==> config.mk <==
export PLATFORM = sky130hd
export DESIGN_NAME = regex_pattern_single_line_rewriter_core_flat
export DESIGN_NICKNAME = d
export VERILOG_FILES = /design/src/rpslr_pkg.sv /design/src/rpslr_if.sv /design/src/rpslr_front.sv /design/src/rpslr_queue.sv /design/src/rpslr_back.sv /design/src/regex_pattern_single_line_rewriter_core.sv /design/src/flat_wrapper.sv
export SDC_FILE = /design/constraint.sdc
export NUM_CORES = 1
export LEC_CHECK = 0
export ABC_AREA = 0
export BUFFER_PORTS_ARGS = -buffer_cell sky130_fd_sc_hd__buf_2
export CAP_MARGIN = 10
export CORE_UTILIZATION = 55
export DETAILED_ROUTE_END_ITERATION = 6
export PLACE_DENSITY = 0.73
export SLEW_MARGIN = 20
export SYNTH_ARGS = -nofsm -noshare
export SYNTH_HDL_FRONTEND = slang
export SYNTH_HIERARCHICAL = 1
export SYNTH_SLANG_ARGS = --single-unit
==> constraint.sdc <==
create_clock -name clock -period 4.4 [get_ports clock]
set_input_delay 0.22 -clock clock [delete_from_list [all_inputs] [get_ports clock]]
set_output_delay 0.22 -clock clock [all_outputs]
set_load 0.02 [all_outputs]
==> src/rpslr_pkg.sv <==
// Types, character codes and expansion tables of the single-line pattern rewriter.
// No dependencies.
package rpslr_pkg;

   localparam int MAX_PATTERN_LENGTH = 4096;
   localparam int COUNT_FIELD_MAX    = 8191;
   localparam int COUNT_W            = 13;
   localparam logic [COUNT_W-1:0] COUNT_CAP =
      COUNT_W'((MAX_PATTERN_LENGTH < COUNT_FIELD_MAX) ? MAX_PATTERN_LENGTH : COUNT_FIELD_MAX);

   localparam int QUEUE_DEPTH = 4;
   localparam int QPTR_W      = $clog2(QUEUE_DEPTH);

   localparam logic [15:0] CH_BSL  = 16'h005C;
   localparam logic [15:0] CH_DOT  = 16'h002E;
   localparam logic [15:0] CH_LBR  = 16'h005B;
   localparam logic [15:0] CH_RBR  = 16'h005D;
   localparam logic [15:0] CH_X    = 16'h0078;
   localparam logic [15:0] CH_ZERO = 16'h0030;
   localparam logic [15:0] CH_S    = 16'h0073;
   localparam logic [15:0] CH_N    = 16'h006E;

   // what the back end emits for one queued item
   typedef enum logic [1:0] {
      KIND_ONE,    // the unit itself
      KIND_PAIR,   // backslash then the unit
      KIND_DOT,    // [^\n]
      KIND_SPACE   // [ \t]
   } kind_type;

   typedef struct packed {
      kind_type           kind;
      logic [15:0]        char_code;
      logic               last;
      logic               multiline;
      logic [COUNT_W-1:0] count;
   } entry_type;

   typedef struct packed {
      logic      valid;
      entry_type entry;
   } slot_type;

   function automatic logic [15:0] dot_unit(input logic [2:0] idx);
      logic [15:0] u;
      case (idx)
         3'd0:    u = 16'h005B;
         3'd1:    u = 16'h005E;
         3'd2:    u = 16'h005C;
         3'd3:    u = 16'h006E;
         default: u = 16'h005D;
      endcase
      return u;
   endfunction

   function automatic logic [15:0] space_unit(input logic [2:0] idx);
      logic [15:0] u;
      case (idx)
         3'd0:    u = 16'h005B;
         3'd1:    u = 16'h0020;
         3'd2:    u = 16'h005C;
         3'd3:    u = 16'h0074;
         default: u = 16'h005D;
      endcase
      return u;
   endfunction

endpackage

==> src/rpslr_if.sv <==
// Valid/ready channel interfaces for pattern units in and rewritten units out.
// Depends on rpslr_pkg for the count width.
interface rpslr_req_if;
   logic        valid;
   logic        ready;
   logic [15:0] char_code;
   logic [2:0]  chars_after;

   modport source (output valid, output char_code, output chars_after, input ready);
   modport sink   (input valid, input char_code, input chars_after, output ready);
endinterface

interface rpslr_rsp_if;
   logic                         valid;
   logic                         ready;
   logic [15:0]                  out_char;
   logic                         run_last;
   logic                         pattern_end;
   logic                         multiline;
   logic [rpslr_pkg::COUNT_W-1:0] replace_count;

   modport source (output valid, output out_char, output run_last, output pattern_end,
                   output multiline, output replace_count, input ready);
   modport sink   (input valid, input out_char, input run_last, input pattern_end,
                   input multiline, input replace_count, output ready);
endinterface

==> src/rpslr_front.sv <==
// Front end: accepts pattern units, tracks class/escape/raw-copy state, and
// classifies each unit into a queue entry. Depends on rpslr_pkg, rpslr_req_if.
module rpslr_front (
   input  logic              clock,
   input  logic              reset,
   rpslr_req_if.sink         req_chan,
   input  logic              q_full,
   output rpslr_pkg::slot_type push
);
   import rpslr_pkg::*;

   logic               in_class_ff, in_class_in;
   logic               esc_ff, esc_in;
   logic [2:0]         raw_left_ff, raw_left_in;
   logic               ml_ff, ml_in;
   logic [COUNT_W-1:0] total_ff, total_in;

   logic               take;
   logic               last;
   logic               emit;
   logic               bump;
   kind_type           kind;
   logic [15:0]        c;

   assign req_chan.ready = !q_full;
   assign take = req_chan.valid && req_chan.ready;
   assign c    = req_chan.char_code;
   assign last = (req_chan.chars_after == 3'd0);

   always_comb begin
      in_class_in = in_class_ff;
      esc_in      = esc_ff;
      raw_left_in = raw_left_ff;
      ml_in       = ml_ff;
      emit        = 1'b1;
      bump        = 1'b0;
      kind        = KIND_ONE;
      if (raw_left_ff != 3'd0) begin
         raw_left_in = raw_left_ff - 3'd1;
      end else if (esc_ff) begin
         esc_in = 1'b0;
         if (c == CH_S) begin
            kind = KIND_SPACE;
            bump = 1'b1;
         end else begin
            kind = KIND_PAIR;
            if (c == CH_X) begin
               ml_in = 1'b1;
               if (req_chan.chars_after >= 3'd4) raw_left_in = 3'd4;
            end else if (c == CH_ZERO) begin
               ml_in = 1'b1;
               if (req_chan.chars_after >= 3'd3) raw_left_in = 3'd3;
            end else if (c == CH_N) begin
               ml_in = 1'b1;
            end
         end
      end else if (c == CH_BSL) begin
         // held until the next unit, unless nothing follows
         if (!last) begin
            esc_in = 1'b1;
            emit   = 1'b0;
         end
      end else if (in_class_ff) begin
         if (c == CH_RBR) in_class_in = 1'b0;
      end else if (c == CH_DOT) begin
         kind = KIND_DOT;
         bump = 1'b1;
      end else if (c == CH_LBR) begin
         in_class_in = 1'b1;
      end
      total_in = (bump && total_ff < COUNT_CAP) ? total_ff + COUNT_W'(1) : total_ff;
   end

   always_comb begin
      push.valid           = take && emit;
      push.entry.kind      = kind;
      push.entry.char_code = c;
      push.entry.last      = last;
      push.entry.multiline = last && ml_in;
      push.entry.count     = last ? total_in : '0;
   end

   always_ff @(posedge clock) begin
      if (reset) begin
         in_class_ff <= 1'b0;
         esc_ff      <= 1'b0;
         raw_left_ff <= '0;
         ml_ff       <= 1'b0;
         total_ff    <= '0;
      end else if (take) begin
         if (last) begin
            // pattern done: start the next one clean
            in_class_ff <= 1'b0;
            esc_ff      <= 1'b0;
            raw_left_ff <= '0;
            ml_ff       <= 1'b0;
            total_ff    <= '0;
         end else begin
            in_class_ff <= in_class_in;
            esc_ff      <= esc_in;
            raw_left_ff <= raw_left_in;
            ml_ff       <= ml_in;
            total_ff    <= total_in;
         end
      end
   end

endmodule

==> src/rpslr_queue.sv <==
// Short FIFO of classified entries between front and back end.
// Depends on rpslr_pkg.
module rpslr_queue (
   input  logic                 clock,
   input  logic                 reset,
   input  rpslr_pkg::slot_type  push,
   input  logic                 pop,
   output logic                 full,
   output rpslr_pkg::slot_type  head
);
   import rpslr_pkg::*;

   entry_type         mem_ff [QUEUE_DEPTH];
   logic [QPTR_W-1:0] wr_ptr_ff, rd_ptr_ff;
   logic [QPTR_W:0]   fill_ff, fill_in;
   logic              do_pop;

   assign full       = (fill_ff == (QPTR_W+1)'(QUEUE_DEPTH));
   assign head.valid = (fill_ff != '0);
   assign head.entry = mem_ff[rd_ptr_ff];
   assign do_pop     = pop && head.valid;

   always_comb begin
      fill_in = fill_ff;
      if (push.valid && !do_pop)      fill_in = fill_ff + (QPTR_W+1)'(1);
      else if (!push.valid && do_pop) fill_in = fill_ff - (QPTR_W+1)'(1);
   end

   always_ff @(posedge clock) begin
      if (push.valid) mem_ff[wr_ptr_ff] <= push.entry;
   end

   always_ff @(posedge clock) begin
      if (reset) begin
         wr_ptr_ff <= '0;
         rd_ptr_ff <= '0;
         fill_ff   <= '0;
      end else begin
         if (push.valid) wr_ptr_ff <= wr_ptr_ff + QPTR_W'(1);
         if (do_pop)     rd_ptr_ff <= rd_ptr_ff + QPTR_W'(1);
         fill_ff <= fill_in;
      end
   end

endmodule

==> src/rpslr_back.sv <==
// Back end: walks each queued entry unit by unit into the output register.
// Depends on rpslr_pkg, rpslr_rsp_if.
module rpslr_back (
   input  logic                clock,
   input  logic                reset,
   input  rpslr_pkg::slot_type head,
   output logic                pop,
   rpslr_rsp_if.source         rsp_chan
);
   import rpslr_pkg::*;

   logic [2:0]         idx_ff, idx_in;
   logic               valid_ff, valid_in;
   logic [15:0]        char_ff, char_in;
   logic               run_last_ff, end_ff, ml_ff;
   logic [COUNT_W-1:0] count_ff;
   logic [2:0]         len;
   logic               unit_last;
   logic               load;

   always_comb begin
      case (head.entry.kind)
         KIND_ONE:   len = 3'd1;
         KIND_PAIR:  len = 3'd2;
         default:    len = 3'd5;
      endcase
      case (head.entry.kind)
         KIND_ONE:   char_in = head.entry.char_code;
         KIND_PAIR:  char_in = (idx_ff == 3'd0) ? CH_BSL : head.entry.char_code;
         KIND_DOT:   char_in = dot_unit(idx_ff);
         default:    char_in = space_unit(idx_ff);
      endcase
   end

   assign load      = head.valid && (!valid_ff || rsp_chan.ready);
   assign unit_last = (idx_ff == len - 3'd1);
   assign pop       = load && unit_last;

   always_comb begin
      idx_in   = idx_ff;
      valid_in = valid_ff;
      if (load) begin
         idx_in   = unit_last ? 3'd0 : idx_ff + 3'd1;
         valid_in = 1'b1;
      end else if (rsp_chan.ready) begin
         valid_in = 1'b0;
      end
   end

   always_ff @(posedge clock) begin
      if (reset) begin
         idx_ff   <= '0;
         valid_ff <= 1'b0;
      end else begin
         idx_ff   <= idx_in;
         valid_ff <= valid_in;
      end
   end

   always_ff @(posedge clock) begin
      if (load) begin
         char_ff     <= char_in;
         run_last_ff <= unit_last;
         end_ff      <= unit_last && head.entry.last;
         ml_ff       <= unit_last && head.entry.multiline;
         count_ff    <= unit_last ? head.entry.count : '0;
      end
   end

   assign rsp_chan.valid         = valid_ff;
   assign rsp_chan.out_char      = char_ff;
   assign rsp_chan.run_last      = run_last_ff;
   assign rsp_chan.pattern_end   = end_ff;
   assign rsp_chan.multiline     = ml_ff;
   assign rsp_chan.replace_count = count_ff;

endmodule

==> src/regex_pattern_single_line_rewriter_core.sv <==
// An accepted unit is queued, then registered at the output as its first rewritten
// unit. One output unit per cycle while ready is high; a unit that expands to five
// ([^\n] or [ \t]) or to a pair holds the back end until its units are out; the
// 4-entry queue absorbs it before input stalls. Input is taken every cycle while
// the queue has room. Synchronous active-high reset clears all pattern state.
module regex_pattern_single_line_rewriter_core (
   input  logic         clock,
   input  logic         reset,
   rpslr_req_if.sink    req_chan,
   rpslr_rsp_if.source  rsp_chan
);
   import rpslr_pkg::*;

   slot_type push;
   slot_type head;
   logic     q_full;
   logic     pop;

   rpslr_front u_front (
      .clock    (clock),
      .reset    (reset),
      .req_chan (req_chan),
      .q_full   (q_full),
      .push     (push)
   );

   rpslr_queue u_queue (
      .clock (clock),
      .reset (reset),
      .push  (push),
      .pop   (pop),
      .full  (q_full),
      .head  (head)
   );

   rpslr_back u_back (
      .clock    (clock),
      .reset    (reset),
      .head     (head),
      .pop      (pop),
      .rsp_chan (rsp_chan)
   );

endmodule

==> src/flat_wrapper.sv <==
// flat-port wrapper written by rule: the top's interface ports become plain ports
module regex_pattern_single_line_rewriter_core_flat import rpslr_pkg::*;
  (clock, reset, req_chan_valid, req_chan_char_code, req_chan_chars_after, req_chan_ready, rsp_chan_valid, rsp_chan_out_char, rsp_chan_run_last, rsp_chan_pattern_end, rsp_chan_multiline, rsp_chan_replace_count, rsp_chan_ready);
  rpslr_req_if req_chan_i ();
  rpslr_rsp_if rsp_chan_i ();
  input  logic clock;
  input  logic reset;
  input wire logic [$bits(req_chan_i.valid)-1:0] req_chan_valid;
  input wire logic [$bits(req_chan_i.char_code)-1:0] req_chan_char_code;
  input wire logic [$bits(req_chan_i.chars_after)-1:0] req_chan_chars_after;
  output wire logic [$bits(req_chan_i.ready)-1:0] req_chan_ready;
  output wire logic [$bits(rsp_chan_i.valid)-1:0] rsp_chan_valid;
  output wire logic [$bits(rsp_chan_i.out_char)-1:0] rsp_chan_out_char;
  output wire logic [$bits(rsp_chan_i.run_last)-1:0] rsp_chan_run_last;
  output wire logic [$bits(rsp_chan_i.pattern_end)-1:0] rsp_chan_pattern_end;
  output wire logic [$bits(rsp_chan_i.multiline)-1:0] rsp_chan_multiline;
  output wire logic [$bits(rsp_chan_i.replace_count)-1:0] rsp_chan_replace_count;
  input wire logic [$bits(rsp_chan_i.ready)-1:0] rsp_chan_ready;
  assign req_chan_i.valid = req_chan_valid;
  assign req_chan_i.char_code = req_chan_char_code;
  assign req_chan_i.chars_after = req_chan_chars_after;
  assign req_chan_ready = req_chan_i.ready;
  assign rsp_chan_valid = rsp_chan_i.valid;
  assign rsp_chan_out_char = rsp_chan_i.out_char;
  assign rsp_chan_run_last = rsp_chan_i.run_last;
  assign rsp_chan_pattern_end = rsp_chan_i.pattern_end;
  assign rsp_chan_multiline = rsp_chan_i.multiline;
  assign rsp_chan_replace_count = rsp_chan_i.replace_count;
  assign rsp_chan_i.ready = rsp_chan_ready;
  regex_pattern_single_line_rewriter_core u_core (.clock(clock), .reset(reset), .req_chan(req_chan_i), .rsp_chan(rsp_chan_i));
endmodule
==> impl_metrics.json <==
{
  "yosysUniqueCellTypes": 71,
  "slew_headroom": 0.497,
  "syn_to_final_growth_pct": 10.5,
  "synth_area_um2": 8680,
  "synth_area_leaders": "edfxtp_1 (57%), mux4_2 (7.8%), dfxtp_1 (7.4%), and2_1 (2.3%), ha_1 (1.9%)",
  "die_width_um": 128,
  "grt_max_degree": 37,
  "final_core_util": 0.627,
  "overflow": 0,
  "setup-violations-final": 0,
  "ys_seq_area_frac": 0.641,
  "final_antenna_net_count": 0,
  "routedWlPerCell_um": 18.6,
  "hp-start": "req_chan_char_code[7]",
  "antenna_found_initial": 1,
  "syn_inst": 599,
  "ctsHtreeMaxLevel": 4,
  "cp.required_ns": 4.75,
  "rsz0062_at_grt": "no",
  "grt_pass1_vias": 4944,
  "p_leak_nw": 3.25,
  "drt_iter0_drc": 472,
  "cts_resized": 0,
  "fin_area_um2": 9600,
  "cts_made_buffers": 17,
  "layout_commonest_cell": "edfxtp_1",
  "clk_latency_ns": 0.43,
  "top_level_ports": 57,
  "synth_nets": 636,
  "dp_slack_ns": 0.826,
  "ys.flop_type": "edfxtp_1",
  "start_util": 0.567,
  "cp-end-kind": "flip-flop",
  "placed_area_um2": 9010,
  "grt_usage": 0.215,
  "core_area_um2": 15300,
  "maxSlewViolCount": 0,
  "hp-class": "input pin to flip-flop",
  "ir_drop_uv": 343,
  "fin_tns_setup_ns": 0,
  "ctsHoldBuffers": 0,
  "setup_ws_ns": 0.832,
  "first_pass_iters": 5,
  "outcome": "completed",
  "gp_congestion": 0.852,
  "startpoint_type": "flip-flop",
  "vias": 5177,
  "synth_top_area_frac": 0.567,
  "drive_gt1_frac": 0.212,
  "clk_pin_slew_worst_paths_ns": 0.07,
  "fp.dieArea_um2": 16300,
  "clock_sinks": 196,
  "die_y_um": 128,
  "diodes": 0,
  "grt_pass1_wl_um": 26000,
  "wl_um": 16100,
  "worst-path-max-fanout": 18,
  "avgSynthCellArea_um2": 14.5,
  "synth-edff-count": 164,
  "synth_seq_cells": 196,
  "via_per_inst": 5.97,
  "ctsLongestPathBuffers": 2,
  "skew_ns": 0.00604,
  "crit_type": "flip-flop to flip-flop",
  "worstMarginPinSlew_ns": 0.755,
  "fin_nets": 680,
  "final.period_utilization": 0.811,
  "rows": 45,
  "period_minus_slack_ns": 3.57,
  "hold_viol": 0,
  "port-buffer-count": 56,
  "mostFrequentLayoutCells": "edfxtp_1 (164), buf_2 (56), nand2_1 (34), and2_1 (32), nor2_1 (32)",
  "synthArstFlopShare": 0,
  "drc": 0,
  "arrival_ns": 3.92,
  "hold_slack_ns": 0.0322,
  "fmax_mhz": 280,
  "cts_setup_buffers": 0,
  "yosysWarnings": 6,
  "power_density_nw_per_um2": 576,
  "cts_tree": "done",
  "synth_area_leader_cell": "edfxtp_1",
  "hpwl_um": 10500,
  "clockRootBuffer": "clkbuf_16",
  "cap_violations": 0
}
per-stage QoR:
step	std cells	power, W
after floorplan	599	0.00368
after global placement	835	0.00401
after detailed placement	835	0.00406
after CTS	867	0.00558
after global routing	867	0.00578
final	867	0.00553
cell type report:
type / count / area, um2
sequential: 196 / 5570
multi-input combinational: 339 / 2730
timing repair buffer: 68 / 370
tap: 211 / 264
inverter: 21 / 78.8
clock inverter: 14 / 154
fill: 1125 / 5720
clock buffer: 18 / 429
kinds of logic (layout without fill, tap and decap cells):
| logic type | after synthesis | count (layout) | synth area share |
|---|---|---|---|
| DFF | 196 | 196 | 0.641 |
| and+or+nand+nor | 187 | 187 | 0.121 |
| AOI/OAI and AO/OA | 95 | 95 | 0.0758 |
| buffers and inverters | 64 | 121 | 0.0444 |
| muxes | 35 | 35 | 0.0892 |
| adders and majority gates | 14 | 14 | 0.0210 |
| xor gates and xnor gates | 8 | 8 | 0.00807 |
registers in the layout, summed over array words and instances (netlist names), named ones only:
signal                                cells
u_core/u_back/idx_ff                      3
u_core/u_back/rsp_chan.multiline          1
u_core/u_back/rsp_chan.out_char          16
u_core/u_back/rsp_chan.pattern_end        1
u_core/u_back/rsp_chan.replace_count     13
u_core/u_back/rsp_chan.run_last           1
u_core/u_back/rsp_chan.valid              1
u_core/u_front/esc_ff                     1
u_core/u_front/in_class_ff                1
u_core/u_front/ml_ff                      1
u_core/u_front/raw_left_ff                3
u_core/u_front/total_ff                  13
u_core/u_queue/fill_ff                    3
u_core/u_queue/mem_ff                   132
u_core/u_queue/rd_ptr_ff                  2
u_core/u_queue/wr_ptr_ff                  2
worst max-delay path: stages, from the launching register on:
cell	delay [ns]
dfxtp_2	0.51
mux4_2	0.66
or4_4	0.54
a31oi_4	0.43
and2_1	0.23
o31ai_2	0.09
ha_1	0.22
inv_1	0.08
fa_1	0.17
xor2_1	0.08
or3_1	0.32
a21oi_1	0.16
layer usage:
metal / vias up / track usage / wire, um
met2: 172 / 0.339 / 7720
met3: 30 / 0.0576 / 915
li1: 2386 / - / -
met4: 2 / 0.0671 / 238
met5: - / 0 / 13
met1: 2587 / 0.294 / 7250
Yosys cell counts (3+ instances only):
cell and count:
edfxtp_1 164, nand2_1 34, and2_1 32, dfxtp_1 32
nor2_1 32, mux4_2 30, o21ai_0 27, a21oi_1 22
or3_1 19, buf_4 18, inv_1 18, clkbuf_1 13
ha_1 13, nand3_1 13, nor3_1 10, nand4_1 9
o211ai_1 7, a31oi_1 6, nand2b_1 6, nor2b_1 6
buf_2 4, or4_1 4, xnor2_1 4, xor2_1 4
and3_1 3, and4b_1 3, buf_12 3, buf_6 3
mux4_1 3, o221ai_1 3, o311ai_0 3
where the power goes:
| group | switching (W) | internal [W] |
|---|---|---|
| logic | 0.000901 | 0.000549 |
| registers | 0.000120 | 0.00244 |
| clock network | 0.000673 | 0.000844 |
path summary, 6_finish.rpt:
kind | to | slack [ns] | cells after the start
worst max-delay path | u_core/u_queue/fill_ff[2] | 0.83 | 11
worst min-delay path | u_core/u_queue/mem_ff[0][22] | 0.03 | 1
worst max register to register | u_core/u_queue/fill_ff[2] | 0.83 | 11
worst min register to register | u_core/u_front/ml_ff | 0.50 | 2
No activity file was read; power rests on OpenSTA's default activity.
